**src/rtl/bpc_pkg.sv**
```systemverilog
package bpc_pkg;

  // default width of the press timer
  localparam int TimerBitsDef = 16;

  // result queue depth, must hold the two results of one item plus slack
  localparam int QDepth   = 4;
  localparam int QPtrBits = $clog2(QDepth);
  localparam int QCntBits = $clog2(QDepth + 1);

  // input opcodes
  localparam logic [1:0] OpTick  = 2'd0;
  localparam logic [1:0] OpEdge  = 2'd1;
  localparam logic [1:0] OpStart = 2'd2;
  localparam logic [1:0] OpStop  = 2'd3;

  // report codes
  localparam logic [2:0] RptStartOk  = 3'd0;
  localparam logic [2:0] RptStartErr = 3'd1;
  localparam logic [2:0] RptStopOk   = 3'd2;
  localparam logic [2:0] RptActive   = 3'd3;
  localparam logic [2:0] RptInactive = 3'd4;
  localparam logic [2:0] RptPulse    = 3'd5;
  localparam logic [2:0] RptHold     = 3'd6;

  // configuration register indexes
  localparam logic [1:0] RegTrackingMode = 2'd0;
  localparam logic [1:0] RegActiveHigh   = 2'd1;
  localparam logic [1:0] RegPulseTicks   = 2'd2;
  localparam logic [1:0] RegHoldTicks    = 2'd3;

  typedef struct packed {
    logic [1:0] opcode;
    logic       pin_level;
    logic       glitch_filter;
  } in_t;

  typedef struct packed {
    logic [2:0]  report;
    logic [15:0] hold_count;
    logic        last;
  } out_t;

  typedef struct packed {
    logic        tracking_mode;
    logic        active_high;
    logic [15:0] pulse_ticks;
    logic [15:0] hold_ticks;
  } cfg_t;

  // zero, one or two results produced by one item
  typedef struct packed {
    logic [1:0] count;
    out_t       first;
    out_t       second;
  } res_t;

endpackage

```
**src/rtl/bpc_core.sv**
```systemverilog
module bpc_core #(
  parameter int TimerBits = bpc_pkg::TimerBitsDef
) (
  input  logic           clk_i,
  input  logic           rst_ni,
  input  logic           take_i,
  input  bpc_pkg::in_t   item_i,
  input  bpc_pkg::cfg_t  cfg_i,
  output bpc_pkg::res_t  res_o
);

  localparam logic [2:0] PhStopped   = 3'd0;
  localparam logic [2:0] PhTrigger   = 3'd1;
  localparam logic [2:0] PhInactive  = 3'd2;
  localparam logic [2:0] PhPulseWait = 3'd3;
  localparam logic [2:0] PhHoldWait  = 3'd4;
  localparam logic [2:0] PhHeld      = 3'd5;

  localparam logic [TimerBits-1:0] TimerZero = '0;
  localparam logic [TimerBits-1:0] TimerOne  = TimerBits'(1);

  logic [2:0]           phase_q, phase_d;
  logic                 filter_q, filter_d;
  logic [TimerBits-1:0] timer_q, timer_d;
  logic [15:0]          holds_q, holds_d;

  logic [31:0]          pulse_ext, hold_ext;
  logic [TimerBits-1:0] pulse_load, hold_load;
  logic                 act, expire;
  logic [15:0]          holds_inc;
  logic [1:0]           cnt;
  logic [2:0]           rpt0, rpt1;
  logic [15:0]          hcnt0;

  assign pulse_ext  = 32'(cfg_i.pulse_ticks);
  assign hold_ext   = 32'(cfg_i.hold_ticks);
  assign pulse_load = pulse_ext[TimerBits-1:0];
  assign hold_load  = hold_ext[TimerBits-1:0];
  assign act        = (item_i.pin_level == cfg_i.active_high);
  assign expire     = (timer_q <= TimerOne);
  assign holds_inc  = (holds_q == 16'hFFFF) ? holds_q : holds_q + 16'd1;

  always_comb begin
    phase_d  = phase_q;
    filter_d = filter_q;
    timer_d  = timer_q;
    holds_d  = holds_q;
    cnt      = 2'd0;
    rpt0     = bpc_pkg::RptStartOk;
    rpt1     = bpc_pkg::RptStartOk;
    hcnt0    = 16'd0;
    case (item_i.opcode)
      bpc_pkg::OpTick: begin
        if (phase_q == PhPulseWait) begin
          if (expire) begin
            phase_d = PhHoldWait;
            timer_d = hold_load;
          end else begin
            timer_d = timer_q - TimerOne;
          end
        end else if (phase_q == PhHoldWait || phase_q == PhHeld) begin
          if (expire) begin
            holds_d = holds_inc;
            phase_d = PhHeld;
            timer_d = hold_load;
            cnt     = 2'd1;
            rpt0    = bpc_pkg::RptHold;
            hcnt0   = holds_inc;
          end else begin
            timer_d = timer_q - TimerOne;
          end
        end
      end
      bpc_pkg::OpEdge: begin
        if (phase_q == PhTrigger) begin
          cnt  = 2'd1;
          rpt0 = bpc_pkg::RptActive;
        end else if (phase_q == PhInactive) begin
          if (act) begin
            holds_d = 16'd0;
            phase_d = PhPulseWait;
            timer_d = pulse_load;
            cnt     = 2'd1;
            rpt0    = bpc_pkg::RptActive;
          end else if (!filter_q) begin
            timer_d = TimerZero;
            cnt     = 2'd1;
            rpt0    = bpc_pkg::RptInactive;
          end
        end else if (phase_q == PhPulseWait || phase_q == PhHoldWait ||
                     phase_q == PhHeld) begin
          if (!act) begin
            phase_d = PhInactive;
            timer_d = TimerZero;
            // release after the pulse time reports pulse first
            if (phase_q == PhHoldWait) begin
              cnt  = 2'd2;
              rpt0 = bpc_pkg::RptPulse;
              rpt1 = bpc_pkg::RptInactive;
            end else begin
              cnt  = 2'd1;
              rpt0 = bpc_pkg::RptInactive;
            end
          end else if (!filter_q) begin
            holds_d = 16'd0;
            phase_d = PhPulseWait;
            timer_d = pulse_load;
            cnt     = 2'd1;
            rpt0    = bpc_pkg::RptActive;
          end
        end
      end
      bpc_pkg::OpStart: begin
        if (phase_q != PhStopped) begin
          cnt  = 2'd1;
          rpt0 = bpc_pkg::RptStartErr;
        end else begin
          filter_d = item_i.glitch_filter;
          if (cfg_i.tracking_mode) begin
            cnt  = 2'd2;
            rpt0 = bpc_pkg::RptStartOk;
            if (act) begin
              holds_d = 16'd0;
              phase_d = PhPulseWait;
              timer_d = pulse_load;
              rpt1    = bpc_pkg::RptActive;
            end else begin
              phase_d = PhInactive;
              timer_d = TimerZero;
              rpt1    = bpc_pkg::RptInactive;
            end
          end else begin
            cnt     = 2'd1;
            rpt0    = bpc_pkg::RptStartOk;
            phase_d = PhTrigger;
            timer_d = TimerZero;
          end
        end
      end
      default: begin
        cnt     = 2'd1;
        rpt0    = bpc_pkg::RptStopOk;
        phase_d = PhStopped;
        timer_d = TimerZero;
      end
    endcase
  end

  always_comb begin
    res_o.count             = cnt;
    res_o.first.report      = rpt0;
    res_o.first.hold_count  = hcnt0;
    res_o.first.last        = (cnt == 2'd1);
    res_o.second.report     = rpt1;
    res_o.second.hold_count = 16'd0;
    res_o.second.last       = 1'b1;
  end

  always_ff @(posedge clk_i or negedge rst_ni) begin
    if (!rst_ni) begin
      phase_q  <= PhStopped;
      filter_q <= 1'b1;
      timer_q  <= TimerZero;
      holds_q  <= 16'd0;
    end else if (take_i) begin
      phase_q  <= phase_d;
      filter_q <= filter_d;
      timer_q  <= timer_d;
      holds_q  <= holds_d;
    end
  end

  // timer only runs while waiting on a press
  a_timer_idle: assert property (@(posedge clk_i) disable iff (!rst_ni)
    (phase_q == PhStopped || phase_q == PhTrigger || phase_q == PhInactive)
      |-> timer_q == TimerZero)
    else $error("timer running outside a press");

  a_held_count: assert property (@(posedge clk_i) disable iff (!rst_ni)
    (phase_q == PhHeld) |-> holds_q != 16'd0)
    else $error("held phase with zero hold count");

endmodule

```
**src/rtl/bpc_outq.sv**
```systemverilog
module bpc_outq (
  input  logic           clk_i,
  input  logic           rst_ni,
  input  logic           push_i,
  input  bpc_pkg::res_t  res_i,
  output logic           room_o,
  output logic           valid_o,
  input  logic           ready_i,
  output bpc_pkg::out_t  data_o
);

  localparam int Depth = bpc_pkg::QDepth;
  localparam int PB    = bpc_pkg::QPtrBits;
  localparam int CB    = bpc_pkg::QCntBits;

  bpc_pkg::out_t entry_q [Depth];
  logic [PB-1:0] head_q, head_d, tail_q, tail_d, tail_nx;
  logic [CB-1:0] count_q, count_d;
  logic [1:0]    n_push;
  logic          pop;

  assign n_push  = push_i ? res_i.count : 2'd0;
  assign pop     = valid_o && ready_i;
  assign tail_nx = tail_q + PB'(1);
  assign room_o  = (count_q <= CB'(Depth - 2));
  assign valid_o = (count_q != '0);
  assign data_o  = entry_q[head_q];
  assign head_d  = pop ? head_q + PB'(1) : head_q;
  assign tail_d  = tail_q + PB'(n_push);
  assign count_d = count_q + CB'(n_push) - CB'(pop);

  always_ff @(posedge clk_i or negedge rst_ni) begin
    if (!rst_ni) begin
      head_q  <= '0;
      tail_q  <= '0;
      count_q <= '0;
    end else begin
      head_q  <= head_d;
      tail_q  <= tail_d;
      count_q <= count_d;
    end
  end

  always_ff @(posedge clk_i) begin
    if (n_push != 2'd0) begin
      entry_q[tail_q] <= res_i.first;
    end
    if (n_push == 2'd2) begin
      entry_q[tail_nx] <= res_i.second;
    end
  end

  a_no_overflow: assert property (@(posedge clk_i) disable iff (!rst_ni)
    (n_push != 2'd0) |-> count_q + CB'(n_push) <= CB'(Depth))
    else $error("result queue overflow");

  a_count_bound: assert property (@(posedge clk_i) disable iff (!rst_ni)
    count_q <= CB'(Depth))
    else $error("result queue count out of range");

endmodule

```
**src/rtl/button_press_classifier.sv**
```systemverilog
// button press classifier
//
// input channel (in_valid_i / in_ready_o / in_data_i) carries tick, pin edge,
// start and stop items; output channel (out_valid_o / out_ready_i /
// out_data_o) carries reports, the last one of each item flagged by last.
// each item yields zero, one or two reports.
// the state update happens at the input transfer, and its reports are
// registered in a four-entry result queue ahead of the output.
// throughput: one item per cycle while the receiver takes one report per
// cycle and items give at most one report; items with two reports fill the
// queue faster than it drains, so a run of them is limited by the output side.
// in_ready_o is high whenever the queue has room for two reports, so with a
// stalled receiver input stops once three or four reports are waiting.
// configuration goes through the apb port (regs 0x0, 0x4, 0x8, 0xc); the user
// writes it only while the block is idle (not enforced); pready is tied high.
// reset: configuration returns to its defaults (tracking, active high,
// pulse 50 ticks, hold 1000 ticks), the block is stopped and the queue empty.
module button_press_classifier #(
  parameter int TimerBits = bpc_pkg::TimerBitsDef
) (
  input  logic          clk_i,
  input  logic          rst_ni,
  // item input
  input  logic          in_valid_i,
  output logic          in_ready_o,
  input  bpc_pkg::in_t  in_data_i,
  // report output
  output logic          out_valid_o,
  input  logic          out_ready_i,
  output bpc_pkg::out_t out_data_o,
  // configuration
  input  logic          psel,
  input  logic          penable,
  input  logic          pwrite,
  input  logic [3:0]    paddr,
  input  logic [31:0]   pwdata,
  output logic [31:0]   prdata,
  output logic          pready
);

  bpc_pkg::cfg_t cfg_q;
  bpc_pkg::res_t res;
  logic          take;
  logic          room;
  logic          wr_en;
  logic [1:0]    reg_idx;

  // apb register file, zero wait states
  assign pready  = 1'b1;
  assign reg_idx = paddr[3:2];
  assign wr_en   = psel && penable && pwrite;

  always_ff @(posedge clk_i or negedge rst_ni) begin
    if (!rst_ni) begin
      cfg_q.tracking_mode <= 1'b1;
      cfg_q.active_high   <= 1'b1;
      cfg_q.pulse_ticks   <= 16'd50;
      cfg_q.hold_ticks    <= 16'd1000;
    end else if (wr_en) begin
      case (reg_idx)
        bpc_pkg::RegTrackingMode: cfg_q.tracking_mode <= pwdata[0];
        bpc_pkg::RegActiveHigh:   cfg_q.active_high   <= pwdata[0];
        bpc_pkg::RegPulseTicks:   cfg_q.pulse_ticks   <= pwdata[15:0];
        bpc_pkg::RegHoldTicks:    cfg_q.hold_ticks    <= pwdata[15:0];
        default: ;
      endcase
    end
  end

  always_comb begin
    case (reg_idx)
      bpc_pkg::RegTrackingMode: prdata = {31'd0, cfg_q.tracking_mode};
      bpc_pkg::RegActiveHigh:   prdata = {31'd0, cfg_q.active_high};
      bpc_pkg::RegPulseTicks:   prdata = {16'd0, cfg_q.pulse_ticks};
      bpc_pkg::RegHoldTicks:    prdata = {16'd0, cfg_q.hold_ticks};
      default:                  prdata = 32'd0;
    endcase
  end

  // input transfer: accepted only when both reports of an item fit
  assign in_ready_o = room;
  assign take       = in_valid_i && room;

  // classifier state and per-item report decode
  bpc_core #(
    .TimerBits (TimerBits)
  ) u_core (
    .clk_i  (clk_i),
    .rst_ni (rst_ni),
    .take_i (take),
    .item_i (in_data_i),
    .cfg_i  (cfg_q),
    .res_o  (res)
  );

  // reports queue up and leave one per output transfer
  bpc_outq u_outq (
    .clk_i   (clk_i),
    .rst_ni  (rst_ni),
    .push_i  (take),
    .res_i   (res),
    .room_o  (room),
    .valid_o (out_valid_o),
    .ready_i (out_ready_i),
    .data_o  (out_data_o)
  );

  // an item is only taken with room for its reports
  a_take_room: assert property (@(posedge clk_i) disable iff (!rst_ni)
    take |-> room)
    else $error("item taken without queue room");

  // every accepted start produces at least one report next cycle
  a_start_reports: assert property (@(posedge clk_i) disable iff (!rst_ni)
    (take && in_data_i.opcode == bpc_pkg::OpStart) |=> out_valid_o)
    else $error("start produced no report");

endmodule
```
**config.mk**
```make
export PLATFORM = sky130hd
export DESIGN_NAME = button_press_classifier
export DESIGN_NICKNAME = d
export VERILOG_FILES = /design/src/rtl/bpc_pkg.sv /design/src/rtl/bpc_core.sv /design/src/rtl/bpc_outq.sv /design/src/rtl/button_press_classifier.sv
export SDC_FILE = /design/constraint.sdc
export NUM_CORES = 1
export LEC_CHECK = 0
export ABC_AREA = 1
export BUFFER_PORTS_ARGS = -buffer_cell sky130_fd_sc_hd__buf_2
export CORE_MARGIN = 5
export CORE_UTILIZATION = 40
export CTS_BUF_LIST = sky130_fd_sc_hd__clkbuf_4
export CTS_CLUSTER_DIAMETER = 40
export DETAILED_ROUTE_END_ITERATION = 8
export PLACE_DENSITY = 0.56
export SYNTH_ARGS = -nofsm -noshare
export SYNTH_HDL_FRONTEND = slang
export SYNTH_SLANG_ARGS = --single-unit
```
**constraint.sdc**
```tcl
create_clock -name clk_i -period 2.5 [get_ports clk_i]
set_clock_uncertainty 0.15 [all_clocks]
set_input_delay 0.5 -clock clk_i [delete_from_list [all_inputs] [get_ports clk_i]]
set_output_delay 0.5 -clock clk_i [all_outputs]
set_load 0.02 [all_outputs]
```
==> results summary <==
The register share of total power is 0.305. The power per unit of standard cell area came out at between 1000 and 1500 nW/um^2. The longest clock path from root to sink contains 2 buffers.

Measured against its own limit, the worst slew margin works out to 0.640. Compared with the post-synthesis result, the final layout area differs by 22.4%. The via count of the first global-routing pass came out at about 8000.

In this run the clock root is driven by a sky130_fd_sc_hd__clkbuf_4. TritonCTS built the clock tree. The setup-violating endpoint count in the final report came out at 0. The worst hold path terminates at cfg_q[32].

The initial core utilization came out at 0.403. STA classifies the critical path endpoint as an output pin. The run finished with clean final reports. The die boundary height came out at about 160 um. The power after layout is 10800 uW. The clock tree synthesis step divided the H-tree into 4 levels. The switching portion of total power is 0.449.

The complex-gate fraction of the synthesized area came out at 0.131. The number of clock buffers added by TritonCTS is 17. Of the cells placed in the final design, the portion with a size suffix greater than 1 is 0.218. The library cell used most frequently in the layout, excluding fill and tap cells, is sky130_fd_sc_hd__nand2_1.

The part of the total power dissipated in the clock network is 0.160. Timing would allow up to 414 MHz. The maximum vdd ir drop is around 370 uV. After global routing the overflow that remains totals 0. The core utilization of the finished layout came out at 0.494. The hold path depth is 3. The number of endpoints with negative hold slack in the final report came to 0. The maximum net fanout on the critical path came out at 10. The via density per instance came out at 5.09. The arrival time reported for the critical path endpoint is between 1.5 and 2 ns. The max capacitance violation total came out at 0.

Across every metal layer, demand over resource in global routing totals 0.204. The average wire per cell in the routed design came out at roughly 15 um. The number of max-slew violations in the final report is 0. The core region is between 20000 and 25000 um^2. The remaining number of nets flagged by the antenna check after routing is 0.

For the worst-skew pair, the clock arrives at the later sink with an insertion delay of 0.56 ns. The share of the synthesized netlist area taken by xor and xnor gates is 0.0201. The adder-cell share of the synthesized area came out at 0.0181. The depth of the worst register-to-register path is 15. By startpoint and endpoint, the worst setup path is classified as flip-flop to output pin. The via total after detailed routing came out at about 8200. The worst register-to-register path begins at u_core.timer_q[0]. The post-synthesis instance area is 8720 um^2. The startpoint identified for the worst hold timing path is paddr[2].

The worst endpoint required time is approximately 1.9 ns. The tree built by TritonCTS fans out to approximately 160 sinks. The tightest hold path in the finished design has a slack of approximately 0.090 ns. The width of the chip came out at between 150 and 200 um. The proportion of synthesized chip area in sequential cells is 0.420.

The count of TritonRoute iterations in the first routing pass is 5. The pin count of the biggest net entering global routing is 41. A synthesized cell averages 7.39 um^2.

Setup repair after global routing could not meet its margin everywhere. The number of library cell types mapped by synthesis is 48. The internal portion of the total power is between 5000 and 6000 uW.

The congestion estimate from routability-driven global placement came to 0.871. In this run the worst hold path is classified as primary input to flip-flop. The detailed-placement wirelength estimate is about 18000 um.

The leakage dissipation came out at between 0.005 and 0.006 uW. The total wire length after detailed routing is between 20000 and 25000 um. The post-place instance area came out at slightly below 10000 um^2. The reg2reg setup slack is 0.13 ns. In the finished design, the share of the clock period the worst path needs comes to 0.966. The die area came out at 24800 um^2.

The first routing iteration left 440 violations. The synthesized netlist cell count is approximately 1200. At the pin with the least slew margin, the transition time is about 0.54 ns. After layout, the minimum clock period comes to about 2.4 ns.

The combinational cell fraction of total power came out at 0.535. The clock-pin transition on the worst setup and hold timing paths is between 0.1 and 0.15 ns. The post-layout net count is between 1000 and 1500. The number of rows in the core area came out at 54. The simple logic cell fraction of the synthesized area came out at 0.318. The count of buffers added on input and output ports is between 60 and 70. The endpoint identified for the worst register-to-register timing path is u_outq.count_q[2]. By area, the combinational part of the netlist is dominated by simple AND/OR/NAND/NOR gates. The switching power came out at 4850 uW.

STA classifies the critical path startpoint as a flip-flop. The number of top-level pins came out at between 100 and 150. The final non-filler cell area is around 11000 um^2. The number of flip-flops and latches in the synthesized netlist came out at around 160. Yosys printed 0 warnings. The number of antenna violations at the first check in global routing is 1. The fraction of synthesized area in multiplexers is 0. The library cells used most frequently in the layout, excluding fill and tap cells, are 266 x sky130_fd_sc_hd__nand2_1, 169 x sky130_fd_sc_hd__nand3_1, 120 x sky130_fd_sc_hd__o21ai_0, 95 x sky130_fd_sc_hd__inv_1, 95 x sky130_fd_sc_hd__buf_4. In the final timing run, aggregate negative setup slack is 0 ns. The number of DRC violations after detailed routing came out at 0. The first-pass GRT wire length is slightly above 40000 um.
## through the flow
| step | worst slack, ns | std cells |
|---|---|---|
| floorplan | 0.00113 | 1194 |
| global placement | -0.115 | 1561 |
| detailed placement | -0.109 | 1561 |
| CTS | -0.0218 | 1615 |
| global route | -0.00592 | 1621 |
| finish | 0.0854 | 1621 |
## Yosys cell counts, drive strengths merged
library cell	n	area [um^2]
xnor2	7	61.3
xor2	13	114
a21boi	1	7.51
edfxtp	12	360
o22ai	43	269
nor4	1	6.26
conb	2	7.51
buf	39	287
nand3b	1	7.51
nor3	7	46.3
ha	11	138
nand2	279	1100
a22o	1	8.76
fa	1	20.0
o2111ai	1	8.76
o21ai	132	661
and2	1	6.26
nand3	182	988
dfxtp	68	1360
dfrtp	65	1630
a22oi	1	7.51
a31oi	3	18.8
dfstp	12	315
o31ai	2	28.8
nand4	12	96.3
nor2	115	492
inv	103	387
clkbuf	34	128
o211ai	2	15.0
a21oi	24	120
or2	4	25.0
## power groups by stage
stage          logic (uW)  registers (uW)  clock network (uW)
2_1_floorplan        3460            3260                   0
3_3_place_gp         5250            3300                   0
3_5_place_dp         5260            3300                   0
4_1_cts              5440            3260                1780
5_1_grt              6380            3350                1900
6_report             5770            3290                1730
## metal layers
layer | vias to the layer above | GRT usage | wire [um]
met5 | - | 0 | 0
met2 | 201 | 0.341 | 11800
li1 | 4194 | - | -
met4 | 0 | 0.0578 | 508
met1 | 3817 | 0.274 | 11400
met3 | 34 | 0.0350 | 1140
## cell families (layout without fill, tap and decap cells)
kind of cell | after synthesis | after routing
adder cells (fa/ha/maj) | 12 | 12
flip-flops | 157 | 157
buffers and inverters | 176 | 322
AND/OR/NAND/NOR | 602 | 602
other | 2 | 18
XOR/XNOR | 20 | 20
AO/OA/AOI/OAI | 210 | 210
## state kept, by name, indices dropped and copies added, names as in the netlist
name and count:
u_outq.entry_q 80, cfg_q 34, u_core.holds_q 16, u_core.timer_q 16, u_core.phase_q 3, u_outq.count_q 3, u_outq.head_q 2, u_outq.tail_q 2
u_core.filter_q 1
## how the worst max path moves through the flow
stage	slack [ns]	end	startpoint	cells after the start
floorplan	0.001	u_outq.count_q[2]	in_data_i[3]	15
detailed placement	-0.11	u_outq.count_q[2]	in_data_i[3]	16
global placement	-0.11	u_outq.count_q[2]	in_data_i[3]	16
CTS	-0.02	out_data_o[13]	u_outq.head_q[0]	4
global route	-0.006	out_data_o[1]	u_outq.head_q[0]	5
finish	0.09	out_data_o[2]	u_outq.head_q[0]	5
## repair_timing
action / CTS / global route
pin swaps: 5 / 8
hold buffers: 18 / 0
cloned: 0 / 2
buffers inserted: 4 / 3
setup endpoints to repair: 17 / 98
resized for setup: 12 / 51
hold endpoints to repair: 57 / 0
## layout make-up
cell class	count	area, um^2
Clock buffer	18	135
Inverter	103	393
Fill cell	2209	10900
Timing Repair Buffer	187	1470
Sequential cell	157	3670
Tap cell	280	350
Antenna cell	1	2.50
Clock inverter	14	179
Multi-Input combinational cell	861	4480
## worst max-delay path, cell delays in order (launching register included)
cell                        delay (ns)
sky130_fd_sc_hd__dfrtp_2          0.47
sky130_fd_sc_hd__inv_4            0.11
sky130_fd_sc_hd__clkbuf_16        0.17
sky130_fd_sc_hd__o21ai_0          0.09
sky130_fd_sc_hd__o22ai_2          0.19
sky130_fd_sc_hd__buf_4            0.18
Power figures use the tool's default switching activity.
